--- config.mk ---
export PLATFORM = sky130hd
export DESIGN_NAME = utf8_stream_decoder
export DESIGN_NICKNAME = d
export VERILOG_FILES = /design/src/rtl/u8sd_pkg.sv /design/src/rtl/u8sd_decode.sv /design/src/rtl/utf8_stream_decoder.sv
export SDC_FILE = /design/constraint.sdc
export NUM_CORES = 1
export LEC_CHECK = 0
export ABC_AREA = 1
export BUFFER_PORTS_ARGS = -buffer_cell sky130_fd_sc_hd__buf_4
export CAP_MARGIN = 5
export CORE_MARGIN = 2
export CORE_UTILIZATION = 30
export CTS_CLUSTER_DIAMETER = 100
export CTS_CLUSTER_SIZE = 14
export DETAILED_ROUTE_END_ITERATION = 12
export PLACE_DENSITY = 0.5
export SKIP_LAST_GASP = 1
export SLEW_MARGIN = 15
export SYNTH_ARGS = -nofsm -noshare
export SYNTH_HDL_FRONTEND = slang
export SYNTH_SLANG_ARGS = --single-unit
--- constraint.sdc ---
create_clock -name clk -period 5.23 [get_ports clk]
set_input_delay 1.046 -clock clk [delete_from_list [all_inputs] [get_ports clk]]
set_output_delay 1.046 -clock clk [all_outputs]
set_load 0.03 [all_outputs]
--- src/rtl/u8sd_pkg.sv ---
// ----------------------------------------------------------------------------
// u8sd_pkg: shared types and helpers for the UTF-8 stream decoder
// Result word layout, status codes, markers and decode helper functions.
// ----------------------------------------------------------------------------
package u8sd_pkg;

  localparam logic [31:0] MARK_INCOMPLETE = 32'h0000_fffe;
  localparam logic [31:0] MARK_BAD        = 32'h0000_ffff;

  localparam logic [1:0] ST_VALID      = 2'd0;
  localparam logic [1:0] ST_BAD        = 2'd1;
  localparam logic [1:0] ST_INCOMPLETE = 2'd2;

  // Output queue depth (words held between the decoder and the output port)
  localparam int QDEPTH = 3;

  typedef struct packed {
    logic [31:0] code_point;
    logic [1:0]  status;
    logic        last;
  } res_t;

  // Decoder state carried from byte to byte
  typedef struct packed {
    logic [2:0]  rem;      // continuation bytes still expected, 0 = idle
    logic [2:0]  seq_len;  // length of the sequence in progress
    logic [31:0] partial;  // gathered payload bits
  } dec_state_t;

  // Sequence length from the lead byte; 0 marks a stray continuation byte
  function automatic logic [2:0] lead_length(input logic [7:0] b);
    logic [2:0] n;
    unique casez (b)
      8'b0???????: n = 3'd1;
      8'b10??????: n = 3'd0;
      8'b110?????: n = 3'd2;
      8'b1110????: n = 3'd3;
      8'b11110???: n = 3'd4;
      8'b111110??: n = 3'd5;
      8'b1111110?: n = 3'd6;
      default:     n = 3'd7;
    endcase
    return n;
  endfunction

  // Shortest encoding length of a 32-bit value (7 payload bits, 11 for two bytes, then 5 more per byte)
  function automatic logic [2:0] minimal_length(input logic [31:0] v);
    logic [2:0] n;
    if (v[31:7] == '0)       n = 3'd1;
    else if (v[31:11] == '0) n = 3'd2;
    else if (v[31:16] == '0) n = 3'd3;
    else if (v[31:21] == '0) n = 3'd4;
    else if (v[31:26] == '0) n = 3'd5;
    else if (!v[31])         n = 3'd6;
    else                     n = 3'd7;
    return n;
  endfunction

endpackage

--- src/rtl/u8sd_decode.sv ---
// ----------------------------------------------------------------------------
// u8sd_decode: per-byte decode step
// Combinational next state and up to two result words for one input byte.
// ----------------------------------------------------------------------------
module u8sd_decode (
  input  logic [7:0]           data_byte,
  input  u8sd_pkg::dec_state_t st,
  output u8sd_pkg::dec_state_t st_next,
  output logic [1:0]           nres,
  output u8sd_pkg::res_t       res0,
  output u8sd_pkg::res_t       res1
);
  import u8sd_pkg::*;

  logic [2:0]  lead_n;
  logic [7:0]  lead_payload;
  logic        is_cont;
  logic        start_has_res;
  res_t        start_res;
  dec_state_t  start_st;
  logic [31:0] acc;

  always_comb begin
    lead_n       = lead_length(data_byte);
    lead_payload = data_byte & (8'hff >> lead_n);
    is_cont      = (data_byte[7:6] == 2'b10);
    acc          = {st.partial[25:0], data_byte[5:0]};

    // Result of treating this byte as the start of a new sequence
    start_has_res        = (lead_n <= 3'd1);
    start_res.last       = 1'b1;
    if (lead_n == 3'd0) begin
      start_res.code_point = MARK_BAD;
      start_res.status     = ST_BAD;
    end else begin
      start_res.code_point = {24'd0, data_byte};
      start_res.status     = ST_VALID;
    end
    start_st = st;
    start_st.rem = 3'd0;
    if (!start_has_res) begin
      start_st.rem     = lead_n - 3'd1;
      start_st.seq_len = lead_n;
      start_st.partial = {24'd0, lead_payload};
    end

    st_next = st;
    nres    = 2'd0;
    res0    = start_res;
    res1    = start_res;

    if (st.rem != 3'd0) begin
      if (is_cont) begin
        st_next.partial = acc;
        st_next.rem     = st.rem - 3'd1;
        if (st.rem == 3'd1) begin
          nres      = 2'd1;
          res0.last = 1'b1;
          if (minimal_length(acc) == st.seq_len) begin
            res0.code_point = acc;
            res0.status     = ST_VALID;
          end else begin
            res0.code_point = MARK_BAD;
            res0.status     = ST_BAD;
          end
        end
      end else begin
        // broken sequence: report it, then restart on this byte
        st_next         = start_st;
        res0.code_point = MARK_INCOMPLETE;
        res0.status     = ST_INCOMPLETE;
        res0.last       = !start_has_res;
        nres            = start_has_res ? 2'd2 : 2'd1;
      end
    end else begin
      st_next = start_st;
      nres    = start_has_res ? 2'd1 : 2'd0;
    end
  end

endmodule

--- src/rtl/utf8_stream_decoder.sv ---
// ----------------------------------------------------------------------------
// utf8_stream_decoder: byte-serial extended UTF-8 decoder
// One byte per word in, 32-bit code points with status out.
// ----------------------------------------------------------------------------
// Accepts one byte per clock while in_stall is low and decodes extended
// UTF-8 (1 to 7 byte sequences) into 32-bit code points. Each input byte is
// registered, decoded combinationally against the running sequence state,
// and its results (none, one or two) are pushed into a three-word output
// queue whose head drives the output port. A result thus passes the input
// register and then the output queue register before it reaches the port.
// Sustained rate is one byte per cycle while the output drains one
// word per cycle; a byte that breaks a pending sequence and also completes on
// its own (an incomplete marker followed by a second word) adds one word to
// the queue, so the input stalls while the queue holds two or more words.
// status: 0 valid code point, 1 bad or overlong (0xffff),
// 2 incomplete sequence (0xfffe). last marks the final word caused by a byte.
// ----------------------------------------------------------------------------
module utf8_stream_decoder (
  input  logic        clk,
  input  logic        rst,
  // byte input channel
  input  logic        in_valid,
  output logic        in_stall,
  input  logic [7:0]  data_byte,
  // result output channel
  output logic        out_valid,
  input  logic        out_stall,
  output logic [31:0] code_point,
  output logic [1:0]  status,
  output logic        last
);
  import u8sd_pkg::*;

  // input register
  logic       byte_vld;
  logic [7:0] byte_q;

  // sequence state
  dec_state_t st;
  dec_state_t st_next;

  // decode results for the registered byte
  logic [1:0] nres;
  res_t       res0;
  res_t       res1;

  // output queue, slot 0 is the head
  res_t       q      [QDEPTH];
  res_t       q_next [QDEPTH];
  logic [1:0] cnt;
  logic [1:0] cnt_pop;
  logic [1:0] cnt_next;
  logic       pop;
  logic       proc_go;

  // a byte is decoded only when the queue has room for two words
  assign proc_go  = byte_vld && (cnt <= 2'd1);
  assign in_stall = byte_vld && !proc_go;

  assign out_valid  = (cnt != 2'd0);
  assign pop        = out_valid && !out_stall;
  assign code_point = q[0].code_point;
  assign status     = q[0].status;
  assign last       = q[0].last;

  u8sd_decode u_decode (
    .data_byte (byte_q),
    .st        (st),
    .st_next   (st_next),
    .nres      (nres),
    .res0      (res0),
    .res1      (res1)
  );

  // queue update: shift out the head, then append new words behind the rest
  always_comb begin
    cnt_pop = cnt - {1'b0, pop};
    for (int i = 0; i < QDEPTH; i++) begin
      q_next[i] = q[i];
    end
    if (pop) begin
      for (int i = 0; i < QDEPTH - 1; i++) begin
        q_next[i] = q[i + 1];
      end
    end
    cnt_next = cnt_pop;
    if (proc_go) begin
      for (int i = 0; i < QDEPTH; i++) begin
        if ((nres != 2'd0) && (cnt_pop == 2'(i)))
          q_next[i] = res0;
        if ((nres == 2'd2) && (cnt_pop + 2'd1 == 2'(i)))
          q_next[i] = res1;
      end
      cnt_next = cnt_pop + nres;
    end
  end

  always_ff @(posedge clk) begin
    if (rst) begin
      byte_vld <= 1'b0;
      cnt      <= 2'd0;
      st       <= '0;
    end else begin
      if (!in_stall) byte_vld <= in_valid;
      cnt <= cnt_next;
      if (proc_go) st <= st_next;
    end
  end

  always_ff @(posedge clk) begin
    if (!in_stall) byte_q <= data_byte;
    q <= q_next;
  end

`ifndef SYNTHESIS
  // a byte is only decoded with room for both of its possible words
  a_no_overflow: assert property (@(posedge clk) disable iff (rst)
    proc_go |-> (cnt_pop <= 2'd1))
    else $error("output queue overflow");

  // incomplete status always carries the incomplete marker
  a_incomplete_marker: assert property (@(posedge clk) disable iff (rst)
    (out_valid && (status == ST_INCOMPLETE)) |-> (code_point == MARK_INCOMPLETE))
    else $error("incomplete status without incomplete marker");

  // bad status always carries the bad marker
  a_bad_marker: assert property (@(posedge clk) disable iff (rst)
    (out_valid && (status == ST_BAD)) |-> (code_point == MARK_BAD))
    else $error("bad status without bad marker");

  // pending count stays below the longest sequence length
  a_rem_range: assert property (@(posedge clk) disable iff (rst)
    st.rem <= 3'd6)
    else $error("pending byte count out of range");
`endif

endmodule
==> Yosys cells after proc, flatten, opt, wreduce, memory -nomap -nowiden <==
Index checks and enable logic that the tools add are counted.
{ "word_totals": {"reg_bits": 154, "input_bits": 12, "output_inout_bits": 37, "word_cells": 99} }
{ "classes": {"n_addsub": 5, "n_lt_le_gt_ge": 2, "n_eq_ne": 14, "shift": 1, "mux": 34, "bitwise": 2, "n_reduce_logical": 26} }
{ "op_table": {"columns": ["op", "n"], "rows": [
  ["35-bit two-way mux", 9],
  ["105-bit two-way mux", 1],
  ["38-bit two-way mux", 2],
  ["70-bit two-way mux", 1],
  ["34-bit two-way mux", 1],
  ["32-bit two-way mux", 1],
  ["3-bit two-way mux", 10],
  ["25-bit logical NOT", 1],
  ["21-bit logical NOT", 1],
  ["3-bit case mux with 7 select lines", 1],
  ["18-bit two-way mux", 1],
  ["16-bit logical NOT", 1],
  ["11-bit logical NOT", 1],
  ["1-bit logical AND", 9],
  ["8-bit AND", 1],
  ["2-bit == test, second input constant", 4],
  ["2-bit two-way mux", 4],
  ["8-bit by 3-bit right shift with 8-bit output, first input constant", 1],
  ["7-bit == test, second input constant", 1],
  ["6-bit == test, second input constant", 1],
  ["6-bit logical NOT", 1],
  ["2-bit nonzero test", 3],
  ["3-bit by 1-bit subtractor with 3-bit output, second input constant", 2],
  ["5-bit == test, second input constant", 1],
  ["other kinds (18)", 25]
]} }

==> Longest topological paths before layout <==
{ "logic_depth": {"depth_word": 17, "depth_mapped": 18, "mapped_depth_nobuf": 18} }

==> Hierarchy <==
A second synthesis with hierarchy kept.
{ "unflattened": {"hier_cells": 1551, "area_unflattened_um2": 9744.3} }
{ "modules_own_cells": {"columns": ["mod", "instances", "cells_each", "area_each_um2", "seq_area_each_um2"], "rows": [
  ["utf8_stream_decoder", 1, 1202, 8012.7, 3513.4],
  ["u8sd_decode", 1, 349, 1731.7, 0.0]
]} }

==> Worst setup path before layout <==
Ideal clock, no wire load.
{ "synth_timing": {"path_type": "input to register", "from": "in out_stall", "to": "reg q[0] (netlist bit) (enable)", "t_arrival_ns": 4.490, "slack_ns": 0.301, "cell_stages": 11, "path_buffers": 2, "path_cell_list": "a21oi_4 -> buf_2 -> clkbuf_1 -> ha_1 -> xnor2_2 -> inv_2 -> nor2_1 -> inv_1 -> nor2_1 -> inv_1 -> a21oi_1"} }
{ "synth_via": {"elab_chain_cells": 8, "elab_cells_between_ends": 10, "classes_between": "add/sub: 2; eq/ne: 2; reduce/logical: 6"} }
{ "synth_rtl": {"columns": ["element", "line", "source"], "rows": [
  ["start: declaration", "utf8_stream_decoder.sv:27", "input logic out_stall,"],
  ["1-bit logical NOT (*)", "utf8_stream_decoder.sv:61", "assign pop = out_valid && !out_stall;"],
  ["1-bit logical AND (*)", "utf8_stream_decoder.sv:61", null],
  ["2-bit by 1-bit subtractor with 2-bit output (*)", "utf8_stream_decoder.sv:77", "cnt_pop = cnt - {1'b0, pop};"],
  ["2-bit by 1-bit adder with 2-bit output", "utf8_stream_decoder.sv:91", "if ((nres == 2'd2) && (cnt_pop + 2'd1 == 2'(i)))"],
  ["2-bit == test", "utf8_stream_decoder.sv:91", null],
  ["1-bit logical AND", "utf8_stream_decoder.sv:91", null],
  ["2-bit nonzero test (no source line) (*)", null, null],
  ["2-bit AND reduction (no source line) (*)", null, null],
  ["end signal: assignment", "utf8_stream_decoder.sv:112", "q <= q_next;"],
  ["end: declaration", "utf8_stream_decoder.sv:48", "res_t q [QDEPTH];"]
]} }
Mark *: on every way between the ends. The rest lies on a longest branch, timed or not.
A chain may end at the register's enable or synchronous reset.

==> Final worst setup path <==
{ "layout_timing": {"from": "reg byte_q[6]", "to": "reg q[11] (netlist bit), data pin"} }
{ "layout_via": {"elab_chain_cells": 9, "elab_cells_between_ends": 21, "classes_between": "order compare: 1; eq/ne: 7; mux: 11; reduce/logical: 2"} }
{ "layout_rtl": {"columns": ["element", "line", "source"], "rows": [
  ["start: declaration", "utf8_stream_decoder.sv:36", "logic [7:0] byte_q;"],
  ["start signal: assignment", "utf8_stream_decoder.sv:111", "if (!in_stall) byte_q <= data_byte;"],
  ["7-bit == test (tied with other cells)", "u8sd_pkg.sv:33", "unique casez (b)"],
  ["3-bit case mux with 7 select lines", "u8sd_pkg.sv:33", null],
  ["3-bit by 1-bit <= comparator with 1-bit output or 3-bit logical NOT (tied branches)", "u8sd_decode.sv:30, u8sd_decode.sv:32", null],
  ["2-bit two-way mux or 18-bit two-way mux (tied branches)", "u8sd_decode.sv:73, u8sd_decode.sv:32", null],
  ["2-bit two-way mux or 35-bit two-way mux (tied branches)", "u8sd_decode.sv:53, u8sd_decode.sv:56", null],
  ["2-bit two-way mux or 35-bit two-way mux (tied branches)", "u8sd_decode.sv:52, u8sd_decode.sv:53", null],
  ["2-bit == test or 35-bit two-way mux (tied branches)", "utf8_stream_decoder.sv:91, u8sd_decode.sv:52", null],
  ["1-bit logical AND or 35-bit two-way mux (tied branches)", "utf8_stream_decoder.sv:91, utf8_stream_decoder.sv:89", null],
  ["35-bit two-way mux (*)", "utf8_stream_decoder.sv:91", null]
]} }
Mark *: on every way between the ends. The rest lies on a longest branch, timed or not. The select of a mux whose other input is x is not followed.

==> summary.md <==
| Metric | Value |
|---|---|
| Outcome | finished, final reports clean |
| Synth cell count leaders | nand2_1 (221), nor2_1 (123), dfxtp_1 (105) |
| Largest delay share family, worst path | simple AND/OR/NAND/NOR gates |
| Final WL | 21.9 mm |
| Initial DRT Pass Iterations | 5 |
| Required time worst endpoint | 5.52 ns |
| Global-route wire length before repair | 35.0 mm |
| Final setup fails | 0 |
| Share of cells above drive strength 1 | between 15 and 20% |
| CP max stage cell | edfxtp_1 |
| Clock root buffer | clkbuf_16 |
| Max-cap violations | 0 |
| Final ANT Viol Nets | 0 |
| Upper clock frequency limit | 310 MHz |
| Tcrit/Tclk final | 61.8% |
| Crit Path Category | register to register |
| Worst-Margin Slew | 0.951 ns |
| Capture point of the worst reg-to-reg path | q[11]$_DFFE_PP_ |
| Die width | roughly 170 um |
| DIE AREA | 27600 um^2 |
| Cell taking the most area after synthesis | dfxtp_1 |
| Netlist cell types | 51 |
| Top-level I/O count | 49 |
| Final hold violations | 0 |
| Avg Cell Area, Syn | 7.80 um^2 |
| Final setup margin | around 2 ns |
| Crit path time final | ~3.2 ns |
| Yosys top cell area share | 26.6% |
| Yosys warns | 0 |
| Core Rows | 59 |
| Fin. max-slew vios | 0 |
| Worst R2R Start | byte_q[6]$_DFFE_PN_ |
| Initial Utilization | 30.4% |
| Area Growth Syn to Fin | 12.5% |
| Seq cells post-synth | around 150 |
| RD Place Congestion | 0.882 |
| Hold path depth | 2 |
| Num CTS Buffers | 17 |
| Slowest Stage Delay on Critical Path | roughly 0.48 ns |
| Place WS | 1.52 ns |
| Vias in the first global route | 6192 |
| Drt initial violations | between 500 and 600 |
| CTS Hold Bufs | 0 |
| Worst setup SP type | register |
| Syn Inst Count | 1013 |
| Arr. time, crit path | 3.52 ns |
| Most frequent CP cell | nand2_1 |
| Layout net count | 1030 |
| Top-count cell post-synth | nand2_1 |
| PD cells | 637 nW/um^2 |
| Via density | 4.83 |
| Antenna cell count | 0 |
| Clock transition at the registers of the reported paths | roughly 0.070 ns |
| Clock sink total | around 150 |
| Largest net degree at the start of global routing | 56 |
| Critical path cell sequence | nand2_1 -> nor2_1 -> inv_1 -> nor2_1 -> a311oi_1 -> ha_1 -> inv_1 -> nor2_4 -> nand2_2 -> nand2_1 -> inv_1 -> nand2_1 -> o21ai_0 -> nand2_1 -> nand2_1 -> nand2_1 |
| Core area | 26000 um^2 |
| Min-delay worst type | register to register |
| Initial antenna violation count | 0 |
| RSZ-0062 raised after global routing | no |
| WL per Instance | roughly 16 um |
| Global route overflow | 0 |
| Total GRT Usage | 16.0% |
| Hold endpoint | st[0]$_SDFFE_PP0P_ |
| Slew Limit Headroom | 36.5% |
| Ranking of synthesized cells by area | dfxtp_1 (27%), edfxtp_1 (16%), nand2_1 (11%) |
| Main synth FF type | dfxtp_1 |
| Post-CTS sizing | 0 |
| Setup crit end kind | register |
| Skew-Pair Late Insertion Delay | between 0.4 and 0.5 ns |
| Reg2reg setup slack | about 2.0 ns |
| Setup TNS | 0 ns |
| Post-route DRC | 0 |
| Die Ht | around 170 um |
| Synthesized Nets | 1033 |
| Dpl hpwl | about 15 mm |
| CP Max Fanout | 11 |
| Postcts setup bufs | 0 |
| Maximum VDD drop | 0.000275 V |
| Fraction of the yosys area taken by sequential cells | 43.0% |
| Number of buffers and inverters on the critical path | 3 |
| Lkg Pwr | between 3 and 4 nW |
| Asr flop ratio synth | 0% |
| Vias | 6557 |
| R2R cell count | 16 |
| Number of synthesized flops with an enable pin | 43 |
| Min-delay src | st[0]$_SDFFE_PP0P_ |
| TritonCTS clock tree | yes |
| CTS max path bufs | 2 |
| Port bufs | 48 |
| H-tree depth | 4 |
| Post-synthesis cell area | between 7000 and 8000 um^2 |
| Fillers | 2807 |
| Clock skew | 0.00886 ns |
-- flip-flops by register name, summed over array words and instances (netlist names) --
register    count
last            1
byte_q          8
st             32
cnt             2
byte_vld        1
status          2
q              70
code_point     32
-- kinds of logic (layout without fill, tap and decap cells) --
kind of cell | after synthesis | in the layout | share of synthesized area, %
compound gates | 235 | 235 | 19.3
xor+xnor | 2 | 2 | 0.317
fa+ha+maj | 8 | 8 | 1.27
buf+inv | 188 | 198 | 11.4
simple gates | 427 | 427 | 24.2
mux | 5 | 5 | 0.634
flops | 148 | 148 | 43.0
-- cells in the final DEF (no fill, tap or decap), drive strengths merged, types with 5 or more instances in the layout --
| master | Yosys | routed |
|---|---|---|
| a221oi | 6 | 6 |
| o21ai | 86 | 86 |
| buf | 52 | 56 |
| nand3 | 31 | 31 |
| dfxtp | 105 | 105 |
| inv | 109 | 120 |
| clkbuf | 26 | 17 |
| nor2 | 142 | 142 |
| nor3 | 18 | 18 |
| o211ai | 6 | 6 |
| a21boi | 10 | 10 |
| nand2 | 230 | 230 |
| edfxtp | 43 | 43 |
| mux2i | 5 | 5 |
| o221ai | 8 | 8 |
| o32ai | 27 | 27 |
| ha | 8 | 8 |
| a21oi | 74 | 74 |
-- stage by stage --
stage	util, %	cell area [um^2]	cells	power [W]	hold slack, ns
after CTS	34.1	8870	1357	0.00571	0.493
after global placement	31.8	8260	1325	0.00441	0.466
after detailed placement	31.8	8260	1325	0.00443	0.475
final	34.2	8890	1358	0.00566	0.492
after floorplan	-	7900	1013	0.00390	0.456
after global routing	34.2	8890	1358	0.00608	0.527
-- layer usage --
layer  vias up  routed length, um  GRT usage, %
met1      3012              11100          23.8
li1       3332                  -             -
met5         -                  0             0
met2       184               9180          23.1
met4         0                386          5.21
met3        29               1170          2.96
-- tightest hold or removal path: cells and delay by family, from the launching register on --
kind             cells  cell delay, ns
flip-flops           1            0.33
AND/OR/NAND/NOR      2            0.13
-- area by class of cell --
class                   count  area (um^2)  area share [%]
inverters                 110          418            4.70
well taps                 335          419            4.72
repair buffers             56          433            4.87
multi-input cells         677         3620            40.7
flip-flops and latches    148         3390            38.2
clock inverters            15          179            2.01
clock buffers              17          425            4.79
-- worst max-delay path by stage --
stage	start	end	slack, ns	depth (start not counted)
final	byte_q[6]$_DFFE_PN_	q[11]$_DFFE_PP_	2.00	16
after CTS	out_stall	q[30]$_DFFE_PP_	1.98	10
after detailed placement	out_stall	q[29]$_DFFE_PP_	1.52	10
after global routing	byte_q[6]$_DFFE_PN_	q[3]$_DFFE_PP_	1.70	14
after floorplan	out_stall	q[0]$_SDFFCE_PN1P_	0.30	11
after global placement	out_stall	q[32]$_DFFE_PP_	1.58	10
-- where the power goes --
| group | switching, W | internal [W] |
|---|---|---|
| clock | 0.000585 | 0.000688 |
| combinational | 0.00174 | 0.000911 |
| sequential | 0.000180 | 0.00156 |
Power figures use the tool's default switching activity.
